**config.mk**
```make
export PLATFORM = sky130hd
export DESIGN_NAME = deadline_timer_queue_top
export DESIGN_NICKNAME = d
export VERILOG_FILES = /design/src/sv/dtq_pkg.sv /design/src/sv/deadline_timer_queue_top.sv
export SDC_FILE = /design/constraint.sdc
export NUM_CORES = 1
export LEC_CHECK = 0
export BUFFER_PORTS_ARGS = -buffer_cell sky130_fd_sc_hd__buf_2
export CORE_ASPECT_RATIO = 2
export CORE_MARGIN = 1
export CORE_UTILIZATION = 46
export DETAILED_ROUTE_END_ITERATION = 10
export PLACE_DENSITY_LB_ADDON = 0.05
export SKIP_LAST_GASP = 1
export SLEW_MARGIN = 20
export SYNTH_ARGS = -nofsm -noshare
export SYNTH_HDL_FRONTEND = slang
export SYNTH_SLANG_ARGS = --single-unit
```
**constraint.sdc**
```tcl
create_clock -name clk_i -period 6.9 [get_ports clk_i]
set_input_delay 1.035 -clock clk_i [delete_from_list [all_inputs] [get_ports clk_i]]
set_output_delay 1.035 -clock clk_i [all_outputs]
set_load 0.02 [all_outputs]
```
**src/sv/dtq_pkg.sv**
```systemverilog
// ----------------------------------------------------------------------------
// dtq_pkg
// Shared types, codes and helpers of the deadline timer queue.
// ----------------------------------------------------------------------------
package dtq_pkg;

  localparam int TIME_W   = 32;
  localparam int DELAY_W  = 31;
  localparam int CLIENT_W = 8;
  localparam int OP_W     = 2;

  // Operation codes of an input transaction.
  localparam logic [OP_W-1:0] OP_SUBSCRIBE   = 2'd0;
  localparam logic [OP_W-1:0] OP_UNSUBSCRIBE = 2'd1;
  localparam logic [OP_W-1:0] OP_TICK        = 2'd2;

  // Kinds of an output transaction.
  localparam logic EV_EXPIRED = 1'b0;
  localparam logic EV_REJECT  = 1'b1;

  typedef logic [TIME_W-1:0] time_t;

  // True when deadline a lies strictly before deadline b, modulo 2^32.
  function automatic logic earlier(input time_t a, input time_t b);
    time_t diff;
    diff = a - b;
    return diff[TIME_W-1];
  endfunction

endpackage

```
**src/sv/deadline_timer_queue_top.sv**
```systemverilog
// ----------------------------------------------------------------------------
// deadline_timer_queue_top
// Sorted queue of one-shot timers, kept in a single-port-write memory.
// ----------------------------------------------------------------------------
// Usage:
// The input channel takes one command per transaction: subscribe (client id
// and delay), unsubscribe (client id) or a one-millisecond tick. The output
// channel returns expiry events in deadline order and full-queue rejections;
// last_of_run_o marks the final event caused by one command.
// The entries live in a memory with a registered read port, so every step
// is a read, then a compare or a write back in the cycle after. A subscribe
// or unsubscribe scans all N pending entries, then, if the list changes,
// moves the entries between the old and new slot at one per cycle; a
// subscribe then writes the new entry. A tick reads the head entries while
// they are due, then closes the gap left by the k expired ones. The input
// stall is high while a command is in work. The output register lets the
// next command be taken while an event waits; while the receiver stalls,
// the sequencer holds at the next event it needs to hand over. Reset empties
// the queue and clears the millisecond counter; the memory itself is not
// cleared.
// ----------------------------------------------------------------------------
module deadline_timer_queue_top
  import dtq_pkg::*;
#(
  parameter int QUEUE_DEPTH = 16,
  parameter int ID_BITS     = 8
) (
  input  logic                clk_i,
  input  logic                rst_ni,
  input  logic                in_valid_i,
  output logic                in_stall_o,
  input  logic [OP_W-1:0]     operation_i,
  input  logic [CLIENT_W-1:0] client_id_i,
  input  logic [DELAY_W-1:0]  delay_ms_i,
  output logic                out_valid_o,
  input  logic                out_stall_i,
  output logic                event_kind_o,
  output logic [CLIENT_W-1:0] due_id_o,
  output logic                last_of_run_o
);

  localparam int IDX_W = $clog2(QUEUE_DEPTH);
  localparam int CNT_W = $clog2(QUEUE_DEPTH + 1);
  localparam int ID_W  = (ID_BITS < CLIENT_W) ? ID_BITS : CLIENT_W;
  localparam int ENT_W = TIME_W + ID_W;

  localparam logic [3:0] S_IDLE    = 4'd0;
  localparam logic [3:0] S_SCAN    = 4'd1;
  localparam logic [3:0] S_PLAN    = 4'd2;
  localparam logic [3:0] S_SWEEP   = 4'd3;
  localparam logic [3:0] S_INS     = 4'd4;
  localparam logic [3:0] S_REJ     = 4'd5;
  localparam logic [3:0] S_EXP_RD  = 4'd6;
  localparam logic [3:0] S_EXP_CHK = 4'd7;
  localparam logic [3:0] S_EXP_END = 4'd8;

  // Entry memory.
  logic [ENT_W-1:0] mem_q [QUEUE_DEPTH];
  logic [ENT_W-1:0] rd_data_q;
  logic             rd_en, wr_en;
  logic [IDX_W-1:0] rd_addr, wr_addr;
  logic [ENT_W-1:0] wr_data;

  logic [3:0]       state_q, state_d;
  logic [CNT_W-1:0] count_q, count_d;
  time_t            time_q, time_d;
  logic [OP_W-1:0]  op_q, op_d;
  logic [ID_W-1:0]  id_q, id_d;
  time_t            dl_q, dl_d;
  logic [CNT_W-1:0] idx_q, idx_d;
  logic [IDX_W-1:0] chk_q, chk_d;
  logic             rdv_q, rdv_d;
  logic             found_q, found_d;
  logic             qset_q, qset_d;
  logic [IDX_W-1:0] p_q, p_d;
  logic [CNT_W-1:0] q_q, q_d;
  logic [IDX_W-1:0] sw_src_q, sw_src_d;
  logic [IDX_W-1:0] sw_dst_q, sw_dst_d;
  logic [CNT_W-1:0] sw_left_q, sw_left_d;
  logic [CNT_W-1:0] sw_k_q, sw_k_d;
  logic             sw_up_q, sw_up_d;
  logic             sw_ins_q, sw_ins_d;
  logic [CNT_W-1:0] n_q, n_d;
  logic             hold_vld_q, hold_vld_d;
  logic [ID_W-1:0]  hold_id_q, hold_id_d;

  logic             out_valid_q, out_valid_d;
  logic             out_kind_q;
  logic [ID_W-1:0]  out_id_q;
  logic             out_last_q;

  logic             push, push_kind, push_last;
  logic [ID_W-1:0]  push_id;
  logic             out_free, in_accept;
  time_t            rd_dl;
  logic [ID_W-1:0]  rd_id;
  logic [CNT_W-1:0] qf, cnt_m1, dst_dn;

  assign rd_dl  = rd_data_q[ENT_W-1 -: TIME_W];
  assign rd_id  = rd_data_q[ID_W-1:0];
  assign cnt_m1 = count_q - CNT_W'(1);
  assign dst_dn = CNT_W'(sw_src_q) - sw_k_q;
  // Insert slot counted in the list without the replaced entry.
  assign qf     = qset_q ? q_q : (count_q - CNT_W'(found_q));

  assign in_stall_o = (state_q != S_IDLE);
  assign in_accept  = in_valid_i && !in_stall_o;
  assign out_free   = !out_valid_q || !out_stall_i;

  always_comb begin
    state_d    = state_q;
    count_d    = count_q;
    time_d     = time_q;
    op_d       = op_q;
    id_d       = id_q;
    dl_d       = dl_q;
    idx_d      = idx_q;
    chk_d      = chk_q;
    rdv_d      = rdv_q;
    found_d    = found_q;
    qset_d     = qset_q;
    p_d        = p_q;
    q_d        = q_q;
    sw_src_d   = sw_src_q;
    sw_dst_d   = sw_dst_q;
    sw_left_d  = sw_left_q;
    sw_k_d     = sw_k_q;
    sw_up_d    = sw_up_q;
    sw_ins_d   = sw_ins_q;
    n_d        = n_q;
    hold_vld_d = hold_vld_q;
    hold_id_d  = hold_id_q;
    rd_en      = 1'b0;
    rd_addr    = '0;
    wr_en      = 1'b0;
    wr_addr    = '0;
    wr_data    = '0;
    push       = 1'b0;
    push_kind  = EV_EXPIRED;
    push_id    = hold_id_q;
    push_last  = 1'b0;

    case (state_q)
      S_IDLE: begin
        if (in_accept) begin
          op_d       = operation_i;
          id_d       = ID_W'(client_id_i);
          dl_d       = time_q + TIME_W'(delay_ms_i);
          idx_d      = '0;
          found_d    = 1'b0;
          qset_d     = 1'b0;
          rdv_d      = 1'b0;
          n_d        = '0;
          hold_vld_d = 1'b0;
          if (operation_i inside {OP_SUBSCRIBE, OP_UNSUBSCRIBE}) begin
            state_d = S_SCAN;
          end else if (operation_i == OP_TICK) begin
            time_d  = time_q + TIME_W'(1);
            state_d = S_EXP_RD;
          end
        end
      end

      S_SCAN: begin
        rdv_d = 1'b0;
        if (idx_q < count_q) begin
          rd_en   = 1'b1;
          rd_addr = idx_q[IDX_W-1:0];
          rdv_d   = 1'b1;
          chk_d   = idx_q[IDX_W-1:0];
          idx_d   = idx_q + CNT_W'(1);
        end
        if (rdv_q) begin
          if (rd_id == id_q && !found_q) begin
            found_d = 1'b1;
            p_d     = chk_q;
          end else if (op_q == OP_SUBSCRIBE && !qset_q && earlier(dl_q, rd_dl)) begin
            qset_d = 1'b1;
            q_d    = CNT_W'(chk_q) - CNT_W'(found_q);
          end
        end
        if (!(idx_q < count_q) && !rdv_q) begin
          state_d = S_PLAN;
        end
      end

      S_PLAN: begin
        sw_k_d = CNT_W'(1);
        if (op_q == OP_UNSUBSCRIBE) begin
          if (found_q) begin
            sw_up_d   = 1'b0;
            sw_src_d  = p_q + IDX_W'(1);
            sw_left_d = cnt_m1 - CNT_W'(p_q);
            count_d   = cnt_m1;
            sw_ins_d  = 1'b0;
            state_d   = S_SWEEP;
          end else begin
            state_d = S_IDLE;
          end
        end else if (!found_q && count_q == CNT_W'(QUEUE_DEPTH)) begin
          state_d = S_REJ;
        end else begin
          q_d      = qf;
          sw_ins_d = 1'b1;
          state_d  = S_SWEEP;
          if (found_q && qf >= CNT_W'(p_q)) begin
            // New slot at or after the old one: close up towards the old slot.
            sw_up_d   = 1'b0;
            sw_src_d  = p_q + IDX_W'(1);
            sw_left_d = qf - CNT_W'(p_q);
          end else if (found_q) begin
            sw_up_d   = 1'b1;
            sw_src_d  = p_q - IDX_W'(1);
            sw_left_d = CNT_W'(p_q) - qf;
          end else begin
            sw_up_d   = 1'b1;
            sw_src_d  = cnt_m1[IDX_W-1:0];
            sw_left_d = count_q - qf;
          end
        end
      end

      S_SWEEP: begin
        // One read issued and one earlier read written back per cycle.
        rdv_d = 1'b0;
        if (sw_left_q != '0) begin
          rd_en     = 1'b1;
          rd_addr   = sw_src_q;
          rdv_d     = 1'b1;
          sw_dst_d  = sw_up_q ? (sw_src_q + IDX_W'(1)) : dst_dn[IDX_W-1:0];
          sw_src_d  = sw_up_q ? (sw_src_q - IDX_W'(1)) : (sw_src_q + IDX_W'(1));
          sw_left_d = sw_left_q - CNT_W'(1);
        end
        if (rdv_q) begin
          wr_en   = 1'b1;
          wr_addr = sw_dst_q;
          wr_data = rd_data_q;
        end
        if (sw_left_q == '0 && !rdv_q) begin
          state_d = sw_ins_q ? S_INS : S_IDLE;
        end
      end

      S_INS: begin
        wr_en   = 1'b1;
        wr_addr = q_q[IDX_W-1:0];
        wr_data = {dl_q, id_q};
        if (!found_q) begin
          count_d = count_q + CNT_W'(1);
        end
        state_d = S_IDLE;
      end

      S_REJ: begin
        if (out_free) begin
          push      = 1'b1;
          push_kind = EV_REJECT;
          push_id   = id_q;
          push_last = 1'b1;
          state_d   = S_IDLE;
        end
      end

      S_EXP_RD: begin
        if (idx_q < count_q) begin
          rd_en   = 1'b1;
          rd_addr = idx_q[IDX_W-1:0];
          state_d = S_EXP_CHK;
        end else begin
          state_d = S_EXP_END;
        end
      end

      S_EXP_CHK: begin
        // The held event is sent once it is known that another one follows.
        if (!earlier(time_q, rd_dl)) begin
          if (!hold_vld_q || out_free) begin
            push       = hold_vld_q;
            hold_id_d  = rd_id;
            hold_vld_d = 1'b1;
            n_d        = n_q + CNT_W'(1);
            idx_d      = idx_q + CNT_W'(1);
            state_d    = S_EXP_RD;
          end
        end else begin
          state_d = S_EXP_END;
        end
      end

      S_EXP_END: begin
        if (!hold_vld_q) begin
          state_d = S_IDLE;
        end else if (out_free) begin
          push       = 1'b1;
          push_last  = 1'b1;
          hold_vld_d = 1'b0;
          sw_up_d    = 1'b0;
          sw_k_d     = n_q;
          sw_src_d   = n_q[IDX_W-1:0];
          sw_left_d  = count_q - n_q;
          count_d    = count_q - n_q;
          sw_ins_d   = 1'b0;
          rdv_d      = 1'b0;
          state_d    = S_SWEEP;
        end
      end

      default: begin
        state_d = S_IDLE;
      end
    endcase
  end

  assign out_valid_d = push || (out_valid_q && out_stall_i);

  always_ff @(posedge clk_i) begin
    if (wr_en) begin
      mem_q[wr_addr] <= wr_data;
    end
    if (rd_en) begin
      rd_data_q <= mem_q[rd_addr];
    end
  end

  always_ff @(posedge clk_i or negedge rst_ni) begin
    if (!rst_ni) begin
      state_q     <= S_IDLE;
      count_q     <= '0;
      time_q      <= '0;
      rdv_q       <= 1'b0;
      found_q     <= 1'b0;
      qset_q      <= 1'b0;
      sw_left_q   <= '0;
      sw_up_q     <= 1'b0;
      sw_ins_q    <= 1'b0;
      n_q         <= '0;
      idx_q       <= '0;
      hold_vld_q  <= 1'b0;
      out_valid_q <= 1'b0;
    end else begin
      state_q     <= state_d;
      count_q     <= count_d;
      time_q      <= time_d;
      rdv_q       <= rdv_d;
      found_q     <= found_d;
      qset_q      <= qset_d;
      sw_left_q   <= sw_left_d;
      sw_up_q     <= sw_up_d;
      sw_ins_q    <= sw_ins_d;
      n_q         <= n_d;
      idx_q       <= idx_d;
      hold_vld_q  <= hold_vld_d;
      out_valid_q <= out_valid_d;
    end
  end

  always_ff @(posedge clk_i) begin
    op_q      <= op_d;
    id_q      <= id_d;
    dl_q      <= dl_d;
    chk_q     <= chk_d;
    p_q       <= p_d;
    q_q       <= q_d;
    sw_src_q  <= sw_src_d;
    sw_dst_q  <= sw_dst_d;
    sw_k_q    <= sw_k_d;
    hold_id_q <= hold_id_d;
    if (push) begin
      out_kind_q <= push_kind;
      out_id_q   <= push_id;
      out_last_q <= push_last;
    end
  end

  assign out_valid_o   = out_valid_q;
  assign event_kind_o  = out_kind_q;
  assign due_id_o      = CLIENT_W'(out_id_q);
  assign last_of_run_o = out_last_q;

  a_count_bound: assert property (@(posedge clk_i) disable iff (!rst_ni)
    count_q <= CNT_W'(QUEUE_DEPTH))
    else $error("pending count exceeds the queue depth");

  a_reject_last: assert property (@(posedge clk_i) disable iff (!rst_ni)
    out_valid_o && event_kind_o == EV_REJECT |-> last_of_run_o)
    else $error("rejection not marked as last event");

  a_hold_in_expiry: assert property (@(posedge clk_i) disable iff (!rst_ni)
    hold_vld_q |-> (state_q == S_EXP_RD || state_q == S_EXP_CHK ||
                    state_q == S_EXP_END))
    else $error("held expiry event outside the expiry walk");

  a_tick_time: assert property (@(posedge clk_i) disable iff (!rst_ni)
    in_accept && operation_i == OP_TICK |=> time_q == $past(time_q) + TIME_W'(1))
    else $error("tick did not advance the millisecond counter");

endmodule

```
== After elaboration in Yosys (flattened, before gate mapping) ==
Memories as Yosys holds them, arrays and structs flattened. A register that Yosys moved wholly into a read port is not among the register bits.
Cells that the tools add are included.
Word-level totals
  register bits after elaboration: 148
  memory bits (writable): 640
  output and inout port bits: 12
  memories: 1
Cells by class
  add/subtract/negate cells: 21
  order comparisons: 2
  equality and inequality tests: 37
  mux-type cells: 104
  bitwise gates (word level): 2
  reductions and logical operators: 55
Memories
  mem_q: depth 16, width 40, rd ports 1, clocked after Yosys merged registers in 1, write ports 1, line deadline_timer_queue_top.sv:58  | logic [ENT_W-1:0] mem_q [QUEUE_DEPTH];
Operators by type and width (number)
  2-to-1 mux 5 bit: 23
  2-to-1 mux 4 bit: 27
  case mux 40 bit (2 select lines): 1
  subtractor 32 bit: 2
  case mux 5 bit (3 select lines): 3
  2-to-1 mux 40 bit: 1
  != test 2 bit (second input constant): 19
  adder 32 x 1 -> 32 bit (second input constant): 1
  adder 32 x 31 -> 32 bit: 1
  case mux 4 bit (8 select lines): 1
  2-to-1 mux 1 bit: 27
  case mux 4 bit (2 select lines): 3
  case mux 5 bit (2 select lines): 2
  AND reduction 4 bit: 5
  AND reduction 6 bit: 3
  equality test 4 x 3 -> 1 bit (second input constant): 4
  2-to-1 mux 8 bit: 2
  adder 5 x 1 -> 5 bit (second input constant): 3
  != test 3 bit (second input constant): 5
  AND reduction 5 bit: 3
  case mux 1 bit (2 select lines): 7
  case mux 4 bit (3 select lines): 1
  nonzero test 3 bit: 4
  nonzero test 2 bit: 5
  other kinds (35): 68

== Longest topological paths before layout ==
Gate-level depths: netlist of run 1.
  depth after elaboration: 8
  depth in mapped cells: 17
  mapped depth without buffers: 17

== Worst setup path before layout of run 1 ==
OpenSTA, ideal clock, no wires.
  kind: register to register
  start point: reg state_q[2]
  end point: mem mem_q[0][0] (netlist bit), enable pin
  data arrival time: 4.414 ns
  data required time: 6.413 ns
  path slack: 1.999 ns
  cell stages (with the launch flop): 9
  path through: dfrtp_1 nor2_2 and3_1 buf_2 and2_1 clkbuf_1 a22oi_1 nand2_1 nor3_1
Between the ends
  cells in the longest elaborated chain, start to end: 4
  elaborated cells between the ends (all ways): 6
  classes of those cells: eq/ne: 2; mux: 4
RTL lines
  from (decl): line deadline_timer_queue_top.sv:64  | logic [3:0] state_q, state_d;
  from (signal assigned): line deadline_timer_queue_top.sv:341  | state_q <= state_d;
  equality test 4 x 3 -> 1 bit / equality test 4 x 2 -> 1 bit (equally long branches): line deadline_timer_queue_top.sv:143  | case (state_q)
  case mux 1 bit (2 select lines): line deadline_timer_queue_top.sv:143
  2-to-1 mux 1 bit: line deadline_timer_queue_top.sv:317  | if (wr_en) begin
  2-to-1 mux 1 bit (implied by the code): line deadline_timer_queue_top.sv:318  | mem_q[wr_addr] <= wr_data;
  to (decl): line deadline_timer_queue_top.sv:58
Several ways; a longest one is shown, not always the timed one.

== Worst setup path in the final report of run 1 ==
  start point: reg count_q[1]
  end point: reg rd_data_q[38] (read register of mem_q) (data pin)
Between the ends
  cells in the longest elaborated chain, start to end: 3
  elaborated cells between the ends (all ways): 5
  classes of those cells: order compare: 1; mux: 4
RTL lines
  from (decl): line deadline_timer_queue_top.sv:65  | logic [CNT_W-1:0] count_q, count_d;
  from (signal assigned): line deadline_timer_queue_top.sv:342  | count_q <= count_d;
  less-than comparator 5 bit *: line deadline_timer_queue_top.sv:166, deadline_timer_queue_top.sv:265
  2-to-1 mux 4 bit / 2-to-1 mux 1 bit (equally long branches): line deadline_timer_queue_top.sv:166, deadline_timer_queue_top.sv:265
  case mux 4 bit (2 select lines) / case mux 1 bit (2 select lines) (equally long branches): line deadline_timer_queue_top.sv:143
  to (decl): line deadline_timer_queue_top.sv:59  | logic [ENT_W-1:0] rd_data_q;
Every way passes the cells marked *; elsewhere a longest branch is shown, timed or not.
A chain may end at the register's enable or synchronous reset.

==> results of run 1 <==
==> final timing paths <==
| check | start | endpoint | slack [ns] | cells past startpoint |
|---|---|---|---|---|
| hold / removal | rst_ni | time_q[6] | 0.28 | 1 |
| hold reg to reg | chk_q[0] | p_q[0] | 0.47 | 0 |
| max in group asynchronous | rst_ni | out_valid_o | 5.52 | 2 |
| setup reg to reg | count_q[1] | rd_data_q[38] | 1.97 | 13 |
| min in group clk_i | chk_q[0] | p_q[0] | 0.47 | 0 |
| setup / recovery | count_q[1] | rd_data_q[38] | 1.97 | 13 |
==> registers in the layout, summed over array words and instances, names as in the netlist, 5 cells and up <==
signal     cells
mem_q        640
rd_data_q     40
dl_q          32
time_q        32
due_id_o       8
hold_id_q      8
id_q           8
count_q        5
idx_q          5
n_q            5
q_q            5
sw_left_q      5
==> cells by family after synthesis <==
group,synth area share [%]
compound gates,13.9
xor+xnor,2.40
fa+ha+maj,4.62
buf+inv,2.87
flops,65.3
mux,0.296
simple gates,10.6
==> layout by cell type (no fill, tap or decap), drive strengths merged, types with 51 or more instances in the layout <==
cell type  netlist  final
edfxtp         765    765
nand2          437    437
and3           172    172
a211oi         171    171
ha             129    129
buf             54    102
nor2            95     95
a31oi           88     88
inv             83     88
a21oi           81     81
a31o            81     81
clkbuf         118     80
xnor2           78     78
o21ai           72     72
dfrtp           63     63
a21o            51     51
==> critical path, cell delays in order (launching register included) <==
cell and delay (ns):
dfrtp_1 0.48, inv_1 0.19, ha_1 0.32, a21o_1 0.10, a21o_1 0.11, a21o_1 0.16, a2111o_2 0.61, buf_4 0.58
nand2_8 0.64, buf_4 0.50, a211oi_1 0.29, a31o_2 0.15, o22ai_1 0.08, a221o_1 0.29
==> layout make-up <==
type                       count  share of cell area (%)
antenna                        2                  0.0121
tap                         1043                    3.16
clock buffer                  80                    4.59
multi-input combinational   1821                    29.4
inverter                      85                   0.773
timing repair buffer         102                    1.61
sequential                   828                    59.4
clock inverter                54                    1.06
==> per-stage QoR <==
stage          power, W  setup slack, ns  util, %  hold slack, ns
3_3_place_gp     0.0119             2.08     48.4           0.452
4_1_cts          0.0161             2.02     51.3           0.254
2_1_floorplan    0.0103             2.00        -           0.426
3_5_place_dp     0.0120             2.05     48.4           0.466
6_report         0.0160             1.97     51.3           0.282
5_1_grt          0.0167             1.69     51.3           0.285
==> report_power, final <==
part / internal (W) / switching (W)
registers: 0.00681 / 0.000526
logic: 0.00152 / 0.00302
clock network: 0.00222 / 0.00190
total: 0.0106 / 0.00544
==> routing by layer <==
metal | global-route usage, % | vias to the layer above | wire [um]
li1 | - | 11100 | -
met1 | 33.2 | 12600 | 43700
met2 | 45.8 | 812 | 54900
met3 | 3.61 | 233 | 5850
met4 | 10.8 | 2 | 4160
met5 | 0 | - | 26
==> flow_metrics.env, run 1 <==
export IMPL_grt_pass1_wl_um=160000
export IMPL_netlist_instances=2906
export IMPL_routed_wl_um=109000
export IMPL_firstDrtPassIters=5
export IMPL_die_h_um=406
export IMPL_io_pins=57
export IMPL_rsz0062_at_grt="no"
export IMPL_cts_tree="built"
export IMPL_globalplace_congestion=0.846
export IMPL_critPathRequiredTime_ns=7.30
export IMPL_arrival_ns=5.33
export IMPL_finalClockSkew_ns=0.0186
export IMPL_ys_seq_area_share_pct=65.3
export IMPL_fp_coreArea_um2=80600
export IMPL_fill_cells=6873
export IMPL_clkSinkCount=828
export IMPL_syn_area_um2=37600
export IMPL_start_util_pct=46.6
export IMPL_htreeDepth=3
export IMPL_final_setup_tns_ns=0
export IMPL_cap_violations=0
export IMPL_hp_class="input port to async pin"
export IMPL_worstSkewPairLatency_ns=0.65
export IMPL_cts_hold_buf=0
export IMPL_grt_usage_pct=26.5
export IMPL_ant_nets=0
export IMPL_worstSetupPathType="register to register"
export IMPL_drc=0
export IMPL_root_buffer="clkbuf_16"
export IMPL_grt_max_degree=164
export IMPL_multiInputGateArea_um2=12100
export IMPL_num_vias=24700
export IMPL_setup_violations=0
export IMPL_cp_start_kind="register"
export IMPL_ctsResizeCount=0
export IMPL_synth_top_cell_by_area="edfxtp_1"
export IMPL_dieArea_um2=82900
export IMPL_fin_area_um2=41300
export IMPL_grt_ovfl_total=0
export IMPL_worstPathMaxFanout=153
export IMPL_layoutNonFillerInstCount=4015
export IMPL_drive_above_1_share_pct=10.4
export IMPL_post_cts_buffers=0
export IMPL_synth_seq_cells=828
export IMPL_wl_per_cell_um=27.1
export IMPL_nNetsFinal=3092
export IMPL_synth_top_cells_by_count="765 x edfxtp_1, 435 x nand2_1, 172 x and3_1"
export IMPL_dpl_hpwl_um=62400
export IMPL_slew_viol_final=0
export IMPL_rows=147
export IMPL_io_buffers=56
export IMPL_worstMarginPinSlew_ns=1.12
export IMPL_grt_pass1_vias=24900
export IMPL_endpoint_kind="register"
export IMPL_powerDensity_nw_per_um2=387
export IMPL_path_clk_slew_ns=0.07
export IMPL_die_w_um=204
export IMPL_clockBufferDepth=3
export IMPL_fin_crit_ns=4.93
export IMPL_synth_area_leaders="edfxtp_1 61%, nand2_1 4.3%, ha_1 4.3%"
export IMPL_dp_cells=3879
export IMPL_avgSynthCellArea_um2=12.9
export IMPL_synth_ff_type="edfxtp_1"
export IMPL_peakVddDrop_uv=232
export IMPL_antenna_found_initial=2
export IMPL_finalHoldViolCount=0
export IMPL_status="completed"
export IMPL_syn_nets=3086
export IMPL_synthToLayoutAreaGrowth_pct=9.93
export IMPL_viasPerCell=6.16
export IMPL_cts_buffers=74
export IMPL_synth_most_common_cell="edfxtp_1"
export IMPL_placed_area_um2=39000
export IMPL_ys_warn_count=0
export IMPL_seq_area_um2=24500
export IMPL_p_leak_nw=15.1
export IMPL_synth_top_area_share_pct=61.1
export IMPL_synth_cell_types=72
export IMPL_min_period_over_period_pct=71.5
export IMPL_synth_edf_count=765
export IMPL_maxSlewHeadroom_pct=25.1
export IMPL_async_flop_share_pct=7.61
export IMPL_fmax_mhz=203
export IMPL_first_iter_violations=2124
(Power assumes the default switching activity.)
==> run 2: changes to the inputs <==
==> constraint.sdc (replaced) <==
create_clock -name clk_i -period 4.3 [get_ports clk_i]
set_input_delay 0.645 -clock clk_i [delete_from_list [all_inputs] [get_ports clk_i]]
set_output_delay 0.645 -clock clk_i [all_outputs]
set_load 0.02 [all_outputs]
==> run 2 against run 1 <==
Against the previous run:
- flip-flop and latch count is the same
- worst hold slack lost 0.13 ns
- critical path depth shrank 1
- count of clock-buffer cells in the layout grew 16
- sequential share of layout area shrank 1.2 points
- clock skew grew 0.0044 ns
- die area is the same
- total power grew 64%
- sequential power grew 59%
- fmax grew 24%
- global-route usage grew 0.24 points
- register-to-register slack lost 1.6 ns
- critical endpoint is now rd_data_q[10]
- largest power group unchanged
- highest routed layer unchanged
==> flow_metrics.env, run 2 (synthesis gave the netlist of run 1 again) <==
export IMPL_status="completed"
export IMPL_multiInputGateArea_um2=12100
export IMPL_dieArea_um2=82900
export IMPL_diodes=0
export IMPL_fin_area_um2=42200
export IMPL_fill_cells=6788
export IMPL_cap_violations=0
export IMPL_antenna_found_initial=2
export IMPL_die_w_um=204
export IMPL_grt_usage_pct=26.7
export IMPL_worstMarginPinSlew_ns=0.955
export IMPL_final_common_cell="edfxtp_1"
export IMPL_io_buffers=56
export IMPL_grt_util_met1_pct=33.4
export IMPL_num_vias=25000
export IMPL_top_regs="mem_q x640, rd_data_q x40"
export IMPL_dp_cells=3924
export IMPL_finalClockSkew_ns=0.0230
export IMPL_cts_buffers=77
export IMPL_min_period_over_period_pct=92.5
export IMPL_placed_area_um2=39700
export IMPL_grt_pass1_vias=25100
export IMPL_path_clk_slew_ns=0.06
export IMPL_grt_max_degree=96
export IMPL_worstSkewPairLatency_ns=0.67
export IMPL_ctsResizeCount=0
export IMPL_clkSinkCount=828
export IMPL_io_pins=57
export IMPL_ant_nets=0
export IMPL_nNetsFinal=3141
export IMPL_largest_reg_flops=640
export IMPL_p_leak_nw=15.5
export IMPL_final_setup_tns_ns=0
export IMPL_dpl_hpwl_um=64500
export IMPL_die_h_um=406
export IMPL_drc=0
export IMPL_wl_per_cell_um=27.0
export IMPL_grtUsageMet2_pct=46.5
export IMPL_slew_viol_final=0
export IMPL_largest_register="mem_q"
export IMPL_mostFrequentLayoutCells="765 x edfxtp_1, 431 x nand2_1, 172 x and3_1"
export IMPL_layoutNonFillerInstCount=4064
export IMPL_post_cts_buffers=0
export IMPL_drive_above_1_share_pct=11.8
export IMPL_grt_pass1_wl_um=162000
export IMPL_maxSlewHeadroom_pct=36.3
export IMPL_grtUsageMet3_pct=3.44
export IMPL_setup_violations=0
export IMPL_worstSetupPathType="register to register"
export IMPL_powerDensity_nw_per_um2=621
export IMPL_finalHoldViolCount=0
export IMPL_peakVddDrop_uv=320
export IMPL_routed_wl_um=110000
export IMPL_synthToLayoutAreaGrowth_pct=12.3
export IMPL_first_iter_violations=2191
export IMPL_firstDrtPassIters=5
export IMPL_whs_ns=0.153
export IMPL_fmax_mhz=251
export IMPL_cts_tree="built"
export IMPL_hp_class="input port to register"
export IMPL_root_buffer="clkbuf_16"
export IMPL_globalplace_congestion=0.865
export IMPL_clockBufferDepth=3
export IMPL_top_usage_layer="met2"
export IMPL_worstPathMaxFanout=39
export IMPL_critPathRequiredTime_ns=4.64
export IMPL_rows=147
export IMPL_fp_coreArea_um2=80600
export IMPL_endpoint_kind="register"
export IMPL_rsz0062_at_grt="no"
export IMPL_seq_area_um2=24500
export IMPL_start_util_pct=46.6
export IMPL_grt_ovfl_total=0
export IMPL_cp_start_kind="register"
export IMPL_htreeDepth=3
export IMPL_arrival_ns=4.32
export IMPL_viasPerCell=6.15
export IMPL_fin_crit_ns=3.98
export IMPL_cts_hold_buf=1
run 2: area by class of cell:
cell class	count	area share, %
clock inverter	43	0.982
timing repair buffer	148	3.44
inverter	85	0.756
tap	1043	3.09
clock buffer	96	4.81
multi-input combinational	1821	28.7
sequential	828	58.2
run 2: power by group:
group	leakage (nW)	switching (W)	internal, W
Clock	1.19	0.00309	0.00369
Combinational	6.39	0.00501	0.00268
Sequential	7.92	0.000809	0.0109
run 2: per-layer routing:
metal | part of all wire [%] | routed length [um]
met1 | 40 | 44200
met2 | 51 | 55800
met4 | 3.7 | 4050
met5 | 0.011 | 12
met3 | 5.2 | 5710
run 2: worst max-delay path: stages, from the launching register on:
cell      delay (ns)
dfrtp_1         0.51
inv_1           0.22
ha_1            0.33
a21o_1          0.15
a21o_1          0.17
a21o_1          0.21
a2111o_2        0.62
and2_4          0.37
buf_12          0.27
nand2_1         0.09
a31o_2          0.17
o22ai_1         0.08
a221o_1         0.46
run 2: through the flow:
step	util (%)	worst slack, ns	total power, W
2_1_floorplan	-	-0.601	0.0165
3_3_place_gp	49.3	0.381	0.0194
3_5_place_dp	49.3	0.324	0.0196
4_1_cts	52.4	0.329	0.0264
5_1_grt	52.4	0.172	0.0274
6_report	52.4	0.321	0.0262
run 2: path summary, 6_finish.rpt:
| check | from | slack (ns) | depth (start not counted) | to |
|---|---|---|---|---|
| setup / recovery | count_q[1] | 0.32 | 12 | rd_data_q[10] |
| min in group asynchronous | rst_ni | 0.49 | 2 | time_q[0] |
| max in group asynchronous | rst_ni | 2.77 | 3 | out_valid_o |
| setup reg to reg | count_q[1] | 0.32 | 12 | rd_data_q[10] |
| hold / removal | client_id_i[1] | 0.15 | 1 | id_q[1] |
| hold reg to reg | chk_q[0] | 0.48 | 0 | p_q[0] |
